<file path="config.mk">
export PLATFORM = sky130hd
export DESIGN_NAME = mts_cell
export DESIGN_NICKNAME = d
export VERILOG_FILES = /design/src/hdl/mts_pkg.sv /design/src/hdl/mts_cell.sv
export SDC_FILE = /design/constraint.sdc
export NUM_CORES = 1
export LEC_CHECK = 0
export BUFFER_PORTS_ARGS = -buffer_cell sky130_fd_sc_hd__buf_2
export CAP_MARGIN = 20
export CELL_PAD_IN_SITES_DETAIL_PLACEMENT = 0
export CELL_PAD_IN_SITES_GLOBAL_PLACEMENT = 1
export CORE_AREA = 2 2 300 302
export DETAILED_ROUTE_END_ITERATION = 12
export DIE_AREA = 0 0 302 304
export PLACE_DENSITY = 0.55
export SETUP_SLACK_MARGIN = 0.15
export SKIP_CTS_REPAIR_TIMING = 1
export SYNTH_ARGS = -nofsm -noshare
export SYNTH_HDL_FRONTEND = slang
export SYNTH_SLANG_ARGS = --single-unit
</file>
<file path="constraint.sdc">
create_clock -name clk_i -period 2.7 [get_ports clk_i]
set_input_delay 0.54 -clock clk_i [delete_from_list [all_inputs] [get_ports clk_i]]
set_output_delay 0.54 -clock clk_i [all_outputs]
set_load 0.02 [all_outputs]
</file>
<file path="src/hdl/mts_pkg.sv">
package mts_pkg;

  localparam int unsigned SlotsDef = 16;
  localparam int unsigned IdxW     = 8;   // covers up to 256 slots
  localparam int unsigned CntW     = 9;   // holds 0..256
  localparam logic [28:0] DivMagic = 29'h10624DD3;  // x/1000 = (x*DivMagic) >> 38
  localparam int unsigned DivShift = 38;

  localparam logic [3:0] OP_TICK     = 4'd0;
  localparam logic [3:0] OP_ADD_OS   = 4'd1;
  localparam logic [3:0] OP_ADD_PER  = 4'd2;
  localparam logic [3:0] OP_ADD_CD   = 4'd3;
  localparam logic [3:0] OP_CLEAR    = 4'd4;
  localparam logic [3:0] OP_CLR_OS   = 4'd5;
  localparam logic [3:0] OP_CLR_PER  = 4'd6;
  localparam logic [3:0] OP_CLR_CD   = 4'd7;
  localparam logic [3:0] OP_PAUSE    = 4'd8;
  localparam logic [3:0] OP_RESUME   = 4'd9;
  localparam logic [3:0] OP_RESTART  = 4'd10;
  localparam logic [3:0] OP_QUERY    = 4'd11;

  localparam logic [1:0] KIND_OS  = 2'd0;
  localparam logic [1:0] KIND_PER = 2'd1;
  localparam logic [1:0] KIND_CD  = 2'd2;

  localparam logic [1:0] EV_RESP  = 2'd0;
  localparam logic [1:0] EV_FIRED = 2'd1;
  localparam logic [1:0] EV_TICK  = 2'd2;

  localparam logic [1:0] STAT_OK       = 2'd0;
  localparam logic [1:0] STAT_INVALID  = 2'd1;
  localparam logic [1:0] STAT_BUSY     = 2'd2;
  localparam logic [1:0] STAT_NOTFOUND = 2'd3;

  localparam logic [1:0] TST_RUNNING  = 2'd0;
  localparam logic [1:0] TST_PAUSED   = 2'd1;
  localparam logic [1:0] TST_NOTFOUND = 2'd2;

  localparam logic [1:0] REG_MAX_OS  = 2'd0;
  localparam logic [1:0] REG_MAX_PER = 2'd1;
  localparam logic [1:0] REG_MAX_CD  = 2'd2;

  typedef enum logic [1:0] {
    SRCH_MIN  = 2'd0,
    SRCH_FIND = 2'd1,
    SRCH_FREE = 2'd2
  } search_e;

  typedef struct packed {
    logic [3:0]  op;
    logic [15:0] timer_id;
    logic [31:0] amount_ms;
    logic [31:0] step_ms;
  } in_item_t;

  typedef struct packed {
    logic [1:0]  event_res;
    logic [1:0]  status;
    logic [15:0] result_id;
    logic [1:0]  timer_kind;
    logic [1:0]  timer_state;
    logic [31:0] elapsed_ms;
    logic [31:0] remaining_ms;
    logic [22:0] elapsed_s;
    logic [22:0] remaining_s;
    logic        finished;
    logic        late;
    logic        last;
  } out_item_t;

  typedef struct packed {
    logic        valid;
    logic        done;
    logic [1:0]  kind;
    logic        paused;
    logic [15:0] ident;
    logic [31:0] period;
    logic [31:0] step;
    logic [31:0] elapsed;
    logic [31:0] held;
    logic [63:0] due;
  } slot_t;

  typedef struct packed {
    logic            found;
    logic [IdxW-1:0] idx;
    logic [CntW-1:0] cnt;
    slot_t           rec;
  } cand_t;

  typedef struct packed {
    search_e     mode;
    logic [63:0] now;
    logic [15:0] id;
    logic [1:0]  kind;
    logic        clr_done;
  } scan_key_t;

  typedef struct packed {
    logic            en;
    logic [IdxW-1:0] idx;
    slot_t           rec;
  } slot_wr_t;

  typedef struct packed {
    logic [4:0] max_os;
    logic [4:0] max_per;
    logic [4:0] max_cd;
  } limits_t;

endpackage

</file>
<file path="src/hdl/mts_cell.sv">
module mts_cell import mts_pkg::*; #(
  parameter int unsigned INDEX = 0
) (
  input  logic      clk_i,
  input  logic      rst_ni,
  input  scan_key_t key_i,
  input  slot_wr_t  wr_i,
  input  cand_t     cand_i,
  output cand_t     cand_o
);

  logic  valid_q, done_q;
  slot_t rec_q;
  slot_t mine;
  logic  take;
  logic  hit;
  cand_t cand_d, cand_q;

  always_ff @(posedge clk_i or negedge rst_ni) begin
    if (!rst_ni) begin
      valid_q <= 1'b0;
      done_q  <= 1'b0;
    end else if (wr_i.en && wr_i.idx == IdxW'(INDEX)) begin
      valid_q <= wr_i.rec.valid;
      done_q  <= wr_i.rec.done;
    end else if (key_i.clr_done) begin
      done_q  <= 1'b0;
    end
  end

  always_ff @(posedge clk_i) begin
    if (wr_i.en && wr_i.idx == IdxW'(INDEX)) begin
      rec_q <= wr_i.rec;
    end
  end

  always_comb begin
    mine       = rec_q;
    mine.valid = valid_q;
    mine.done  = done_q;
    take       = 1'b0;
    hit        = 1'b0;
    case (key_i.mode)
      SRCH_MIN: begin
        if (valid_q && !rec_q.paused && !done_q && rec_q.due <= key_i.now) begin
          take = !cand_i.found || rec_q.due < cand_i.rec.due ||
                 (rec_q.due == cand_i.rec.due && rec_q.ident < cand_i.rec.ident);
        end
      end
      SRCH_FIND: take = valid_q && rec_q.ident == key_i.id && !cand_i.found;
      SRCH_FREE: begin
        take = !valid_q && !cand_i.found;
        hit  = valid_q && rec_q.kind == key_i.kind;
      end
      default: take = 1'b0;
    endcase
    cand_d     = cand_i;
    cand_d.cnt = cand_i.cnt + CntW'(hit);
    if (take) begin
      cand_d.found = 1'b1;
      cand_d.idx   = IdxW'(INDEX);
      cand_d.rec   = mine;
    end
  end

  // scan data moves one cell per cycle
  always_ff @(posedge clk_i) begin
    cand_q <= cand_d;
  end

  assign cand_o = cand_q;

endmodule

</file>
## After elaboration in Yosys (flattened, before gate mapping)

Index checks and enable logic that the tools add are counted.
W data, S select, Z words.

| word-level totals | value |
|---|---|
| register bits after elaboration | 444 |
| input port bits | 540 |
| output and inout port bits | 231 |
| word-level logic and storage cells | 56 |

| cells by class | value |
|---|---|
| add/subtract/negate cells | 1 |
| order comparisons | 3 |
| equal/unequal tests | 5 |
| mux-type cells | 6 |
| reduce and logical (&&, ||, !) cells | 18 |

Operators with widths:

| kind | number |
|---|---|
| $mux W213 | 1 |
| $eq A64 B64 Y1 | 1 |
| $le A64 B64 Y1 | 1 |
| $lt A64 B64 Y1 | 1 |
| $eq A16 B16 Y1 | 1 |
| $lt A16 B16 Y1 | 1 |
| $add A9 B1 Y9 | 1 |
| $logic_and A1 B1 Y1 | 9 |
| $logic_not A8 Y1 | 1 |
| $logic_not A1 Y1 | 4 |
| $mux W1 | 4 |
| $pmux W1 S3 | 1 |
| $eq A2 B1 Y1 const B | 1 |
| $eq A2 B2 Y1 | 1 |
| $eq A2 B2 Y1 const B | 1 |
| $logic_not A2 Y1 | 1 |
| $logic_or A1 B1 Y1 | 2 |
| $reduce_bool A2 Y1 | 1 |

## Depth between registers and ports, before layout

| logic depth | value |
|---|---|
| depth in word-level cells | 7 |
| mapped depth | 12 |
| depth with buffers taken out | 10 |

## Worst setup path before layout

OpenSTA, ideal clock, no wires.

| timing path | value |
|---|---|
| kind | input -> register |
| start | input wr_i[215] (netlist bit) |
| end | register rec_q (netlist bit mine[0]), enable pin |
| library setup time | 0.563 ns |
| arrival | 5.062 ns |
| required time | 2.137 ns |
| slack | -2.925 ns |
| cell stages on the path | 3 |
| buffers on the path | 0 |
| cells stage by stage | nor4_1 nand4b_1 inv_1 |

| on the way | value |
|---|---|
| word-level cells in the longest chain between the ends | 2 |

Ends and longest elaborated chain:

| what | RTL line | source |
|---|---|---|
| from (decl) | mts_cell.sv:7 | `input slot_wr_t wr_i,` |
| $logic_not A8 Y1 | mts_cell.sv:32 | `if (wr_i.en && wr_i.idx == IdxW'(INDEX)) begin` |
| $logic_and A1 B1 Y1 | mts_cell.sv:32 |  |
| to (signal assigned) | mts_cell.sv:33 | `rec_q <= wr_i.rec;` |
| to (decl) | mts_cell.sv:13 | `slot_t rec_q;` |

No other way between the ends.
A chain may end at the register's enable or synchronous reset.

==> impl_metrics.yaml <==
sta:
  fin_ws_ns: -0.780
  timing.final.crit_share: 1.29
  worst_pin_slew_ns: 0.420
  hold_violations: 0
  rsz0062_at_grt: "yes"
  relSlewSlack: 0.719
  period_minus_slack_ns: 3.48
  fmaxAchievable_mhz: 287
  setup-violations-final: 221
  fin_skew_ns: 0.0384
  slew_violations: 0
worst_setup_path:
  critPathSlowestCell: "edfxtp_1"
  reg2reg_slack_ns: -0.78
  path_cells: "buf_4, ha_4, nand4_1, or4_4, nor2_4, buf_4, buf_4, o41ai_2, buf_4, a41oi_2, a31oi_4, buf_4, clkbuf_16, buf_4, mux2_4"
  critical_path.max_stage_delay_ns: 0.51
  required_ns: 3.20
  worst_setup_path_start_kind: "flip-flop"
  worst_setup_path_end_kind: "flip-flop"
  crit_arrival_ns: 3.98
  worst-path-max-fanout: 10
  r2r-end: "cand_o[192]"
  timing.rr.start: "mine[56]"
  cp_common_cell: "buf_4"
  path_class: "flip-flop to flip-flop"
  worstRegToRegCells: 15
routing:
  routed_wl_um: 70100
  vias_per_cell: 3.88
  wire_per_inst_um: 20.0
  postRouteAntennaNets: 0
  drt-met1-wl_um: 27900
  drc_errors: 0
  vias: 13617
  wl_met2_um: 34900
  first_pass_iters: 4
  drtIter0Drc: 561
  wl_met3_um: 5500
  top_layer: "met5"
floorplanning:
  die_w_um: 302
  die_h_um: 304
  fp.dieArea_um2: 91800
  initial_utilization: 0.210
  fp-row-count: 110
  io_pins: 771
  core_area_um2: 89000
logic_synthesis:
  synth_edf_count: 211
  ys_top_cells_by_count: "231 x dfxtp_1, 211 x edfxtp_1, 181 x mux2_4"
  yosysMostFrequentCell: "dfxtp_1"
  synth_top_area_frac: 0.339
  syn_nets: 1953
  synthArstFlopShare: 0.00450
  yosysUniqueCellTypes: 54
  synth-warning-count: 0
  ys_seq_area_frac: 0.589
  yosys-top-cells-area: "edfxtp_1 34%, dfxtp_1 25%, mux2_4 15%"
  yosysTopAreaCell: "edfxtp_1"
  synth_ff_type: "dfxtp_1"
  synth_cells: 1265
  synth_area_um2: 18700
  ys_seq_elements: 444
  synth.avg_cell_area_um2: 14.8
global_routing:
  track_usage: 0.146
  grt_pass1_vias: 14873
  antenna_found_initial: 35
  grt_pass1_wl_um: 98000
  grt_max_degree: 38
  grt_overflow: 0
power_and_ir_drop:
  p_leak_nw: 12.8
  powerDensity_nw_per_um2: 587
  peakVddDrop_mv: 0.453
cts:
  clock_path_buffers: 3
  clock-sinks: 444
  clk_pin_slew_ns: 0.06
  htree_levels: 2
  cts_tree: "yes"
  clockRootBuffer: "clkbuf_16"
  cts_made_buffers: 52
  clock_latency_ns: 0.62
placement:
  placed_cell_area_um2: 25700
  hpwl_um: 58400
  port_buffers: 770
  place_ws_ns: -1.41
  place_congestion: 0.856
layout:
  drive_above_1_share: 0.580
  fin_area_um2: 27800
  fin_nets: 2963
  syn_to_final_growth_pct: 49.1
job:
  max_cap_viol_count: 0
min_path:
  hold_class: "input pin to flip-flop"
  hold_path_end: "mine[150]"
  min_path_cells: 1
  hp-start: "wr_i[150]"
outcome:
  violations: "setup timing"
  run_status: "finished, violations left"
[worst max-delay path, delay by kind of cell, from the launching register on]
kind	cells	cell delay, ns
buf+inv	7	1.14
flops	1	0.51
simple gates	3	0.81
mux	1	0.29
compound gates	3	0.35
fa+ha+maj	1	0.25
[state kept, by name, indices dropped and copies added, names as in the netlist]
| name | flops |
|---|---|
| mine | 211 |
| valid_q | 1 |
| done_q | 1 |
| cand_o | 231 |
[layout by cell type, fill, tap and decap left out, types with 4 or more instances in the layout]
master,n
nand2_1,39
nand4_1,34
a211oi_1,6
a21o_1,10
clkbuf_1,8
clkinv_1,7
ha_1,124
buf_2,770
ha_4,24
clkbuf_16,55
a21oi_1,51
bufinv_16,4
clkinv_2,10
nor3_1,4
buf_8,5
inv_1,125
nor3_2,4
dfxtp_1,231
xnor2_1,22
o21ai_0,19
mux2_4,212
edfxtp_1,211
nand3_1,15
nor4_1,4
clkbuf_8,5
inv_4,4
diode_2,15
nor2_1,13
inv_2,13
inv_6,9
buf_12,15
buf_4,182
nor2b_1,12
[worst max-delay path by stage]
stage | depth (start not counted) | slack, ns | to | start
4_1_cts | 12 | -1.23 | cand_o[63] | mine[63]
2_1_floorplan | 3 | -1.61 | mine[0] | wr_i[213]
6_report | 15 | -0.78 | cand_o[192] | mine[56]
5_1_grt | 13 | -0.96 | cand_o[172] | mine[63]
3_3_place_gp | 14 | -1.40 | cand_o[63] | cand_i[63]
3_5_place_dp | 14 | -1.41 | cand_o[34] | cand_i[63]
[where the power goes]
part	switching [mW]	total, mW	internal [mW]
clock network	3.04	7.14	4.11
registers	0.0787	7.35	7.27
logic	0.908	1.85	0.937
[layout make-up]
type | count | area, um^2
tap | 1176 | 1470
clock inverter | 33 | 330
antenna | 15 | 37.5
inverter | 147 | 598
clock buffer | 65 | 1400
timing repair buffer | 980 | 5760
multi-input combinational | 650 | 7240
fill | 9082 | 61200
sequential | 444 | 11000
[metrics by stage]
stage	cells	TNS [ns]	hold WS (ns)	total power [mW]	util
3_5_place_dp	3381	-296.29	0.331	9.34	0.289
5_1_grt	3503	-198.08	0.0474	17.0	0.313
3_3_place_gp	3381	-292.74	0.329	9.32	0.289
4_1_cts	3479	-249.00	-0.350	16.6	0.308
6_report	3510	-158.22	0.0925	16.3	0.313
2_1_floorplan	1265	-403.07	0.244	8.40	-
[routing by layer]
layer  up-vias  GRT usage
li1       6601          -
met4        30     0.0409
met2       483      0.258
met1      6394      0.170
met5         -          0
met3       109     0.0433
[logic make-up after synthesis]
kind of cell / count (synthesis) / synth area share
muxes: 213 / 0.165
and+or+nand+nor: 149 / 0.0431
DFF: 444 / 0.589
AOI/OAI and AO/OA: 115 / 0.0388
xor gates and xnor gates: 25 / 0.0117
buffers and inverters: 171 / 0.0531
adders and majority gates: 148 / 0.0991
Power figures use the tool's default switching activity.
