==> config.mk <==
export PLATFORM = sky130hd
export DESIGN_NAME = mts_ctrl
export DESIGN_NICKNAME = d
export VERILOG_FILES = /design/src/hdl/mts_pkg.sv /design/src/hdl/mts_ctrl.sv
export SDC_FILE = /design/constraint.sdc
export NUM_CORES = 2
export LEC_CHECK = 0
export BUFFER_PORTS_ARGS = -buffer_cell sky130_fd_sc_hd__buf_2
export CAP_MARGIN = 0
export CELL_PAD_IN_SITES_DETAIL_PLACEMENT = 1
export CELL_PAD_IN_SITES_GLOBAL_PLACEMENT = 2
export CORE_MARGIN = 10
export CORE_UTILIZATION = 35
export DETAILED_ROUTE_END_ITERATION = 10
export PLACE_DENSITY = 0.88
export SYNTH_ARGS = -nofsm -noshare
export SYNTH_HDL_FRONTEND = slang
export SYNTH_SLANG_ARGS = --single-unit
==> constraint.sdc <==
create_clock -name clk_i -period 9.13 [get_ports clk_i]
set_input_delay 0 -clock clk_i [delete_from_list [all_inputs] [get_ports clk_i]]
set_output_delay 0 -clock clk_i [all_outputs]
set_load 0.01 [all_outputs]
==> src/hdl/mts_pkg.sv <==
package mts_pkg;

  localparam int unsigned SlotsDef = 16;
  localparam int unsigned IdxW     = 8;   // covers up to 256 slots
  localparam int unsigned CntW     = 9;   // holds 0..256
  localparam logic [28:0] DivMagic = 29'h10624DD3;  // x/1000 = (x*DivMagic) >> 38
  localparam int unsigned DivShift = 38;

  localparam logic [3:0] OP_TICK     = 4'd0;
  localparam logic [3:0] OP_ADD_OS   = 4'd1;
  localparam logic [3:0] OP_ADD_PER  = 4'd2;
  localparam logic [3:0] OP_ADD_CD   = 4'd3;
  localparam logic [3:0] OP_CLEAR    = 4'd4;
  localparam logic [3:0] OP_CLR_OS   = 4'd5;
  localparam logic [3:0] OP_CLR_PER  = 4'd6;
  localparam logic [3:0] OP_CLR_CD   = 4'd7;
  localparam logic [3:0] OP_PAUSE    = 4'd8;
  localparam logic [3:0] OP_RESUME   = 4'd9;
  localparam logic [3:0] OP_RESTART  = 4'd10;
  localparam logic [3:0] OP_QUERY    = 4'd11;

  localparam logic [1:0] KIND_OS  = 2'd0;
  localparam logic [1:0] KIND_PER = 2'd1;
  localparam logic [1:0] KIND_CD  = 2'd2;

  localparam logic [1:0] EV_RESP  = 2'd0;
  localparam logic [1:0] EV_FIRED = 2'd1;
  localparam logic [1:0] EV_TICK  = 2'd2;

  localparam logic [1:0] STAT_OK       = 2'd0;
  localparam logic [1:0] STAT_INVALID  = 2'd1;
  localparam logic [1:0] STAT_BUSY     = 2'd2;
  localparam logic [1:0] STAT_NOTFOUND = 2'd3;

  localparam logic [1:0] TST_RUNNING  = 2'd0;
  localparam logic [1:0] TST_PAUSED   = 2'd1;
  localparam logic [1:0] TST_NOTFOUND = 2'd2;

  localparam logic [1:0] REG_MAX_OS  = 2'd0;
  localparam logic [1:0] REG_MAX_PER = 2'd1;
  localparam logic [1:0] REG_MAX_CD  = 2'd2;

  typedef enum logic [1:0] {
    SRCH_MIN  = 2'd0,
    SRCH_FIND = 2'd1,
    SRCH_FREE = 2'd2
  } search_e;

  typedef struct packed {
    logic [3:0]  op;
    logic [15:0] timer_id;
    logic [31:0] amount_ms;
    logic [31:0] step_ms;
  } in_item_t;

  typedef struct packed {
    logic [1:0]  event_res;
    logic [1:0]  status;
    logic [15:0] result_id;
    logic [1:0]  timer_kind;
    logic [1:0]  timer_state;
    logic [31:0] elapsed_ms;
    logic [31:0] remaining_ms;
    logic [22:0] elapsed_s;
    logic [22:0] remaining_s;
    logic        finished;
    logic        late;
    logic        last;
  } out_item_t;

  typedef struct packed {
    logic        valid;
    logic        done;
    logic [1:0]  kind;
    logic        paused;
    logic [15:0] ident;
    logic [31:0] period;
    logic [31:0] step;
    logic [31:0] elapsed;
    logic [31:0] held;
    logic [63:0] due;
  } slot_t;

  typedef struct packed {
    logic            found;
    logic [IdxW-1:0] idx;
    logic [CntW-1:0] cnt;
    slot_t           rec;
  } cand_t;

  typedef struct packed {
    search_e     mode;
    logic [63:0] now;
    logic [15:0] id;
    logic [1:0]  kind;
    logic        clr_done;
  } scan_key_t;

  typedef struct packed {
    logic            en;
    logic [IdxW-1:0] idx;
    slot_t           rec;
  } slot_wr_t;

  typedef struct packed {
    logic [4:0] max_os;
    logic [4:0] max_per;
    logic [4:0] max_cd;
  } limits_t;

endpackage

==> src/hdl/mts_ctrl.sv <==
module mts_ctrl import mts_pkg::*; #(
  parameter int unsigned SLOTS = SlotsDef
) (
  input  logic      clk_i,
  input  logic      rst_ni,
  input  logic      in_valid_i,
  output logic      in_stall_o,
  input  in_item_t  in_data_i,
  output logic      out_valid_o,
  input  logic      out_stall_i,
  output out_item_t out_data_o,
  input  limits_t   limits_i,
  input  cand_t     res_i,
  output scan_key_t key_o,
  output slot_wr_t  wr_o
);

  localparam int unsigned ScW = $clog2(SLOTS + 1);

  typedef enum logic [5:0] {
    ST_IDLE   = 6'b000001,
    ST_SCAN   = 6'b000010,
    ST_CALC   = 6'b000100,
    ST_DECIDE = 6'b001000,
    ST_DIV    = 6'b010000,
    ST_OUT    = 6'b100000
  } state_e;

  state_e    state_q, state_d;
  in_item_t  item_q;
  logic [63:0] now_q;
  logic [15:0] next_id_q, next_id_d;
  logic [ScW-1:0] sc_q;
  logic [31:0] el2_q;
  out_item_t out_q, out_d;
  slot_wr_t  wr_q, wr_d;
  logic      accept;
  logic [1:0] add_kind;
  logic [4:0] lim;
  slot_t     rec;
  logic [31:0] left, adv, rem, nstep;
  logic [63:0] gap;
  logic [60:0] prod_e, prod_r;

  assign accept      = in_valid_i && state_q == ST_IDLE;
  assign in_stall_o  = state_q != ST_IDLE;
  assign out_valid_o = state_q == ST_OUT;
  assign out_data_o  = out_q;
  assign wr_o        = wr_q;
  assign add_kind    = 2'(item_q.op - OP_ADD_OS);
  assign rec         = res_i.rec;

  always_comb begin
    key_o          = '0;
    key_o.now      = now_q;
    key_o.id       = item_q.timer_id;
    key_o.kind     = add_kind;
    key_o.clr_done = accept && in_data_i.op == OP_TICK;
    if (item_q.op == OP_TICK) begin
      key_o.mode = SRCH_MIN;
    end else if (item_q.op <= OP_ADD_CD) begin
      key_o.mode = SRCH_FREE;
    end else begin
      key_o.mode = SRCH_FIND;
    end
  end

  always_comb begin
    unique case (add_kind)
      KIND_OS:  lim = limits_i.max_os;
      KIND_PER: lim = limits_i.max_per;
      default:  lim = limits_i.max_cd;
    endcase
  end

  always_comb begin
    left = rec.period > rec.elapsed ? rec.period - rec.elapsed : 32'd0;
    adv  = rec.step < left ? rec.step : left;
    rem  = rec.period > el2_q ? rec.period - el2_q : 32'd0;
    nstep = rec.step < rem ? rec.step : rem;
    gap  = rec.due > now_q ? rec.due - now_q : 64'd1;
  end

  always_comb begin
    out_d      = '0;
    out_d.last = 1'b1;
    wr_d       = '0;
    wr_d.idx   = res_i.idx;
    wr_d.rec   = rec;
    next_id_d  = next_id_q;
    if (item_q.op == OP_TICK) begin
      if (!res_i.found) begin
        out_d.event_res = EV_TICK;
      end else begin
        out_d.event_res  = EV_FIRED;
        out_d.last       = 1'b0;
        out_d.result_id  = rec.ident;
        out_d.timer_kind = rec.kind;
        out_d.late       = now_q > rec.due;
        wr_d.en          = 1'b1;
        wr_d.rec.done    = 1'b1;
        if (rec.kind == KIND_OS) begin
          wr_d.rec.valid = 1'b0;
        end else if (rec.kind == KIND_PER) begin
          wr_d.rec.due = now_q + 64'(rec.period);
        end else begin
          wr_d.rec.elapsed   = el2_q;
          out_d.elapsed_ms   = el2_q;
          out_d.remaining_ms = rem;
          out_d.finished     = el2_q >= rec.period;
          if (el2_q >= rec.period) begin
            wr_d.rec.valid = 1'b0;
          end else begin
            wr_d.rec.due = now_q + 64'(nstep);
          end
        end
      end
    end else if (item_q.op <= OP_ADD_CD) begin
      out_d.timer_kind = add_kind;
      if (item_q.amount_ms == 32'd0 || (add_kind == KIND_CD &&
          (item_q.step_ms == 32'd0 || item_q.step_ms > item_q.amount_ms))) begin
        out_d.status = STAT_INVALID;
      end else if (res_i.cnt >= CntW'(lim) || !res_i.found) begin
        out_d.status = STAT_BUSY;
      end else begin
        out_d.result_id     = next_id_q;
        next_id_d           = next_id_q == 16'hFFFF ? 16'd1 : next_id_q + 16'd1;
        wr_d.en             = 1'b1;
        wr_d.rec.valid      = 1'b1;
        wr_d.rec.done       = 1'b0;
        wr_d.rec.kind       = add_kind;
        wr_d.rec.paused     = 1'b0;
        wr_d.rec.ident      = next_id_q;
        wr_d.rec.period     = item_q.amount_ms;
        wr_d.rec.step       = add_kind == KIND_CD ? item_q.step_ms : 32'd0;
        wr_d.rec.elapsed    = 32'd0;
        wr_d.rec.held       = 32'd0;
        wr_d.rec.due        = now_q + 64'(add_kind == KIND_CD ? item_q.step_ms
                                                              : item_q.amount_ms);
      end
    end else if (item_q.op > OP_QUERY) begin
      out_d.status = STAT_INVALID;
    end else if (!res_i.found) begin
      out_d.status      = STAT_NOTFOUND;
      out_d.timer_state = item_q.op == OP_QUERY ? TST_NOTFOUND : TST_RUNNING;
    end else begin
      out_d.result_id  = item_q.timer_id;
      out_d.timer_kind = rec.kind;
      unique case (item_q.op)
        OP_CLEAR: begin
          wr_d.en        = 1'b1;
          wr_d.rec.valid = 1'b0;
        end
        OP_CLR_OS, OP_CLR_PER, OP_CLR_CD: begin
          if (rec.kind != 2'(item_q.op - OP_CLR_OS)) begin
            out_d.status = STAT_INVALID;
          end else begin
            wr_d.en        = 1'b1;
            wr_d.rec.valid = 1'b0;
          end
        end
        OP_PAUSE: begin
          if (!rec.paused) begin
            wr_d.en         = 1'b1;
            wr_d.rec.paused = 1'b1;
            wr_d.rec.held   = gap[63:32] != 32'd0 ? 32'hFFFF_FFFF : gap[31:0];
          end
        end
        OP_RESUME: begin
          if (rec.paused) begin
            wr_d.en         = 1'b1;
            wr_d.rec.paused = 1'b0;
            wr_d.rec.held   = 32'd0;
            wr_d.rec.due    = now_q + 64'(rec.held != 32'd0 ? rec.held : 32'd1);
          end
        end
        OP_RESTART: begin
          wr_d.en         = 1'b1;
          wr_d.rec.paused = 1'b0;
          wr_d.rec.held   = 32'd0;
          if (rec.kind == KIND_CD) begin
            wr_d.rec.elapsed = 32'd0;
            wr_d.rec.due     = now_q + 64'(rec.step);
          end else begin
            wr_d.rec.due = now_q + 64'(rec.period);
          end
        end
        default: out_d.timer_state = rec.paused ? TST_PAUSED : TST_RUNNING;
      endcase
    end
  end

  always_comb begin
    state_d = state_q;
    unique case (state_q)
      ST_IDLE:   if (in_valid_i) state_d = ST_SCAN;
      ST_SCAN:   if (sc_q == ScW'(SLOTS - 1)) state_d = ST_CALC;
      ST_CALC:   state_d = ST_DECIDE;
      ST_DECIDE: state_d = ST_DIV;
      ST_DIV:    state_d = ST_OUT;
      ST_OUT: begin
        if (!out_stall_i) state_d = out_q.last ? ST_IDLE : ST_SCAN;
      end
      default:   state_d = ST_IDLE;
    endcase
  end

  always_ff @(posedge clk_i or negedge rst_ni) begin
    if (!rst_ni) begin
      state_q   <= ST_IDLE;
      now_q     <= 64'd0;
      next_id_q <= 16'd1;
      sc_q      <= '0;
      wr_q      <= '0;
    end else begin
      state_q <= state_d;
      wr_q.en <= 1'b0;
      if (accept && in_data_i.op == OP_TICK) begin
        now_q <= now_q + 64'(in_data_i.amount_ms);
      end
      if (state_q == ST_SCAN) begin
        sc_q <= sc_q + ScW'(1);
      end else begin
        sc_q <= '0;
      end
      if (state_q == ST_DECIDE) begin
        wr_q      <= wr_d;
        next_id_q <= next_id_d;
      end
    end
  end

  assign prod_e = 61'(out_q.elapsed_ms) * 61'(DivMagic);
  assign prod_r = 61'(out_q.remaining_ms) * 61'(DivMagic);

  always_ff @(posedge clk_i) begin
    if (accept) begin
      item_q <= in_data_i;
    end
    if (state_q == ST_CALC) begin
      el2_q <= rec.elapsed + adv;
    end
    if (state_q == ST_DECIDE) begin
      out_q <= out_d;
    end
    if (state_q == ST_DIV) begin
      out_q.elapsed_s   <= prod_e[60:DivShift];
      out_q.remaining_s <= prod_r[60:DivShift];
    end
  end

`ifndef NO_ASSERTIONS
  a_wr_then_out: assert property (@(posedge clk_i) disable iff (!rst_ni)
    wr_q.en |-> state_q == ST_DIV)
    else $error("slot write outside write-back cycle");
  a_fire_not_last: assert property (@(posedge clk_i) disable iff (!rst_ni)
    out_valid_o && out_q.event_res == EV_FIRED |-> !out_q.last)
    else $error("firing marked last");
  a_accept_scan: assert property (@(posedge clk_i) disable iff (!rst_ni)
    accept |=> state_q == ST_SCAN && sc_q == '0)
    else $error("transfer did not start a scan");
`endif

endmodule

# Yosys cells after proc, flatten, opt, wreduce, memory -nomap -nowiden
# Index checks and enable logic that the tools add are counted.
[word_totals] reg_bits=566 in_bits=334
[op_classes] n_eq_ne=25 n_bitwise=4 muxes=94 n_mul=2 reduce_logical=25 order_cmp=11 addsub=14
[ops] op="$mux W32" n=16
[ops] op="$mux W64" n=7
[ops] op="$mux W213" n=2
[ops] op="$add A64 B32 Y64" n=6
[ops] op="$mux W128" n=3
[ops] op="$mux W222" n=1
[ops] op="$gt A64 B64 Y1" n=2
[ops] op="$pmux W64 S2" n=1
[ops] op="$mul A32 B29 Y61 const B" n=2
[ops] op="$gt A32 B32 Y1" n=3
[ops] op="$mux W96" n=1
[ops] op="$pmux W32 S3" n=1
[ops] op="$mux W83" n=1
[ops] op="$mux W80" n=1
[ops] op="$logic_not A32 Y1" n=2
[ops] op="$lt A32 B32 Y1" n=2
[ops] op="$reduce_bool A32 Y1" n=2
[ops] op="$sub A32 B32 Y32" n=2
[ops] op="$sub A64 B64 Y64" n=1
[ops] op="$mux W18" n=3
[ops] op="$mux W49" n=1
[ops] op="$mux W16" n=3
[ops] op="$mux W46" n=1
[ops] op="$mux W20" n=2
[ops] op="other kinds (46)" n=109

# Depth between registers and ports, before layout
[logic_depth] depth_word=11 depth_mapped=49

# Least setup slack after synthesis
# No wires, ideal clock.
[synth_timing] path_kind="register to register" start="reg el2_q[0]" end="reg wr_q, in the netlist wr_o[60]" setup_time_ns=0.121 arrival_ns=8.914 setup_slack_ns=0.095 period_less_slack_ns=9.035 path_buffers=6 path_stages_with_launch=45 cell_sequence="edfxtp_1 -> ha_1 -> inv_1 -> fa_1 -> a21o_1 -> a21oi_1 -> o211ai_1 -> a211oi_1 -> o21ai_1 -> and2_1 -> o21a_1 -> clkbuf_1 -> clkbuf_1 -> clkbuf_1 -> buf_1 -> nand2_1 -> ha_1 -> a21o_1 -> [... 9 more ...] -> a21o_1 -> a21oi_1 -> o31ai_2 -> buf_2 -> mux2i_1 -> ha_1 -> a2111oi_0 -> a211o_1 -> nor4b_1 -> o31ai_1 -> a221o_1 -> a211oi_2 -> clkbuf_1 -> nor2_1 -> xnor2_1 -> a221oi_1 -> o21ai_1 -> o22a_1"
[synth_between] elab_chain_len=10
[synth_lines] element="start, declared" line_no="mts_ctrl.sv:34" text="logic [31:0] el2_q;"
[synth_lines] element="start signal, assigned" line_no="mts_ctrl.sv:241" text="el2_q <= rec.elapsed + adv;"
[synth_lines] element="$sub A32 B32 Y32 or $gt A32 B32 Y1 (tied branches)" line_no="mts_ctrl.sv:79" text="rem = rec.period > el2_q ? rec.period - el2_q : 32'd0;"
[synth_lines] element="$mux W32" line_no="mts_ctrl.sv:79"
[synth_lines] element="$lt A32 B32 Y1" line_no="mts_ctrl.sv:80" text="nstep = rec.step < rem ? rec.step : rem;"
[synth_lines] element="$mux W32" line_no="mts_ctrl.sv:80"
[synth_lines] element="$add A64 B32 Y64" line_no="mts_ctrl.sv:114" text="wr_d.rec.due = now_q + 64'(nstep);"
[synth_lines] element="$mux W64 *" line_no="mts_ctrl.sv:111" text="if (el2_q >= rec.period) begin"
[synth_lines] element="$mux W64 *" line_no="mts_ctrl.sv:104" text="end else if (rec.kind == KIND_PER) begin"
[synth_lines] element="$mux W64 *" line_no="mts_ctrl.sv:102" text="if (rec.kind == KIND_OS) begin"
[synth_lines] element="$mux W64 *" line_no="mts_ctrl.sv:92" text="if (!res_i.found) begin"
[synth_lines] element="$mux W64 *" line_no="mts_ctrl.sv:91" text="if (item_q.op == OP_TICK) begin"
[synth_lines] element="end signal, assigned" line_no="mts_ctrl.sv:227" text="wr_q <= wr_d;"
[synth_lines] element="end, declared" line_no="mts_ctrl.sv:36" text="slot_wr_t wr_q, wr_d;"
# Mark *: on every way between the ends. The rest lies on a longest branch, timed or not.
# A chain may end at the register's enable or synchronous reset.

# Worst setup path in the final report
[layout_timing] start="reg el2_q[0]" end="reg wr_q, in the netlist wr_o[57]"
# The elaborated chain is that of the path after synthesis.

==> results by group <==
Power
  • PwrDens: ~160 nW/um^2
  • Leakage Power: 43.1 nW
  • Overall power: between 10 and 15 mW
  • Worst VDD drop: 144 uV

Route
  • Final WL: 399 mm
  • DR DRC count: 0
  • Vias/cell: 5.83
  • Via Count: 75966
  • DR WL/cell: 30.6 um
  • Iter 0 DRT Violations: between 6000 and 7000
  • Drt first pass iters: 6
  • Antenna-violating nets left: 0

CTS
  • Root Driver: clkbuf_16
  • # clock sinks: 566
  • Max clock buf depth: 3
  • Inserted Clock Buffers: 74
  • CTS tree: done
  • H-Tree Depth: 3
  • CTS clk-pin slew, worst paths: 0.06 ns
  • Worst-skew pair later-pin latency: 0.73 ns

Timing
  • Final period util: between 90% and 100%
  • Tmin final: 8.85 ns
  • Final slew viol count: 0
  • Clock Skew: around 0.048 ns
  • Final setup violation count: 0
  • Maximum clock frequency: between 100 and 150 MHz
  • Setup TNS: 0 ns
  • Fin. Hold Viols: 0
  • Final hold slack: 0.0430 ns
  • Slew @ Worst Pin: 1.43 ns
  • Slew margin rel.: 4.16%

Setup path
  • Worst path arrival time: between 9 and 10 ns
  • Cell mode on critical path: buf_4
  • CP Buf/Inv Count: 8
  • Startpoint types: flip-flop
  • Largest stage delay on the critical path: 0.48 ns
  • Worst setup EP type: flip-flop
  • Crit path from: el2_q[0]
  • Delay-heaviest family, CP: compound AO/OA/AOI/OAI gates
  • CP Max Fanout: 20
  • Slowest CP cell: o31ai_1
  • RR Startpoint: el2_q[0]
  • Worst Path Class, Setup: reg2reg
  • Critical Path RT: around 10 ns

Placed design
  • Gpl congestion: 0.976
  • Post-DP HPWL: 321 mm
  • PortBufs: 779

GRT
  • Grt ovf: 0
  • Largest net degree at the start of global routing: 119
  • Initial antenna violation count: 33
  • Total Routing Usage GR: 31.9%
  • First-pass GRT wire length: ~570 mm
  • Vias in the first global route: 81373

Worst hold path
  • Tightest Hold Check Type: in2reg
  • Hold path start: res_i[225]

Final layout
  • Filler instances: 25724
  • Nets: between 10000 and 15000
  • Final Util: 42.3%
  • Share of cells above drive strength 1: between 10% and 20%
  • P&R area growth vs syn: 20.3%

Outcome
  • Outcome: finished, final reports clean

Die
  • I/O pin count: 780
  • Die Height: 490 um
  • FP Rows: 172
  • Die ar.: roughly 240000 um^2
  • Starting Density: between 30% and 40%
  • Die width: 490 um
  • Core area: 220000 um^2

Logic synthesis
  • Yosys cell types: 121
  • Leading cell types by count after synthesis: ha_1 (1240), inv_1 (1147), nand2_1 (727)
  • Yosys reg bits: 566
  • Leading area contributor after synthesis: ha_1
  • Sequential area share after synthesis: 20.0%
  • Asr flop ratio synth: ~55%
  • Yosys top cell area share: around a fifth
  • Synth Warn #: 0
  • Ys flop type: dfrtp_1
  • Mapped Area: 77300 um^2
  • Synth Area per Inst: 8.86 um^2
  • Cell count after synthesis: 8726
  • Synth Net Count: 10906
  • Most common cell in the synthesized netlist: ha_1
  • Largest cells by area after synthesis: ha_1 (20%), fa_1 (16%), dfrtp_1 (10%)
  • EDFF count, synth: 253

Run
  • Max Cap Violations: 0
[final timing paths]
path	end	slack, ns	cells past startpoint
setup reg to reg	wr_o[57]	0.28	42
hold reg to reg	wr_o[1]	0.48	2
setup / recovery	wr_o[57]	0.28	42
min in group asynchronous	wr_o[92]	0.07	3
max in group asynchronous	wr_o[150]	7.27	4
hold / removal	wr_o[216]	0.04	4
[registers in the layout, indices dropped and copies added (netlist names)]
| name | count |
|---|---|
| now_q | 64 |
| item_q | 68 |
| key_o | 16 |
| next_id_q | 16 |
| sc_q | 5 |
| state_q | 6 |
| wr_o | 222 |
| el2_q | 32 |
| out_data_o | 137 |
[cells in the final DEF (no fill, tap or decap), types with 31 or more instances in the layout]
master | synthesis | routed
a211oi_1 | 72 | 67
a21o_1 | 226 | 226
a21oi_1 | 593 | 584
a221o_1 | 31 | 31
a221oi_1 | 62 | 59
a22oi_1 | 40 | 40
a31oi_1 | 139 | 137
and2_1 | 34 | 33
and3_1 | 53 | 53
buf_2 | 26 | 778
buf_4 | 19 | 391
clkbuf_16 | 0 | 77
dfrtp_1 | 311 | 311
dlygate4sd3_1 | 0 | 359
edfxtp_1 | 253 | 253
fa_1 | 606 | 605
ha_1 | 1240 | 1235
inv_1 | 1147 | 1145
mux2i_1 | 64 | 63
nand2_1 | 727 | 722
nand2b_1 | 61 | 61
nand3_1 | 208 | 207
nand4_1 | 104 | 104
nor2_1 | 649 | 642
nor2b_1 | 66 | 65
nor3_1 | 101 | 99
nor4_1 | 51 | 50
o211ai_1 | 44 | 44
o21a_1 | 58 | 56
o21ai_0 | 418 | 405
o21bai_1 | 66 | 65
o22ai_1 | 51 | 51
o31ai_1 | 35 | 32
or3_1 | 33 | 33
xnor2_1 | 349 | 349
xor2_1 | 115 | 114
[repair_timing]
| item | CTS | global route |
|---|---|---|
| pin swaps | 0 | 17 |
| endpoints found under the setup margin | 15 | 51 |
| hold endpoints to repair | 454 | 0 |
| buffers inserted | 0 | 17 |
| resized for setup | 5 | 58 |
| hold buffers | 360 | 0 |
[logic make-up (layout without fill, tap and decap cells)]
kind of cell             Yosys count  after routing  synth area share (%)
other                              0             10                     0
multiplexers                      70             70                 0.916
AO/OA/AOI/OAI                   2089           2089                  17.5
XOR/XNOR                         464            464                  5.26
buffers and inverters           1494           2832                  7.56
flip-flops                       566            566                  20.0
AND/OR/NAND/NOR                 2197           2197                  13.1
adder cells (fa/ha/maj)         1846           1846                  35.8
[per-layer routing]
metal	vias up	part of all wire (%)	track usage [%]
met2	3523	45	51.4
met3	967	7.8	6.00
met1	38452	40	40.2
li1	33010	-	-
met4	14	6.8	17.6
met5	-	0.022	0
[worst min-delay path, stage by stage]
cell and delay [ns]:
dlygate4sd3_1 0.52, buf_2 0.10, nand2_1 0.04, nand2_1 0.05
[area by class of cell]
type | instances | area [um^2] | area share (%)
flip-flops and latches | 566 | 15400 | 16.6
repair buffers | 1536 | 10600 | 11.4
clock buffers | 99 | 2080 | 2.24
clock inverters | 36 | 452 | 0.486
diodes | 10 | 25.0 | 0.0269
well taps | 2958 | 3700 | 3.98
multi-input cells | 6666 | 56400 | 60.6
inverters | 1161 | 4370 | 4.70
[per-stage QoR]
step / worst slack (ns) / instance area [um^2] / cells
global route: -0.106 / 93000 / 13028
CTS: 0.00546 / 92600 / 13005
finish: 0.282 / 93000 / 13032
detailed placement: -0.327 / 86500 / 12510
floorplan: 0.0947 / 77300 / 8726
global placement: -0.166 / 86500 / 12510
[report_power, final]
group / internal (mW) / switching (mW)
registers: 2.87 / 0.263
logic: 2.96 / 5.38
clock network: 1.84 / 1.35
total: 7.66 / 6.99
No activity file was read; power rests on OpenSTA's default activity.
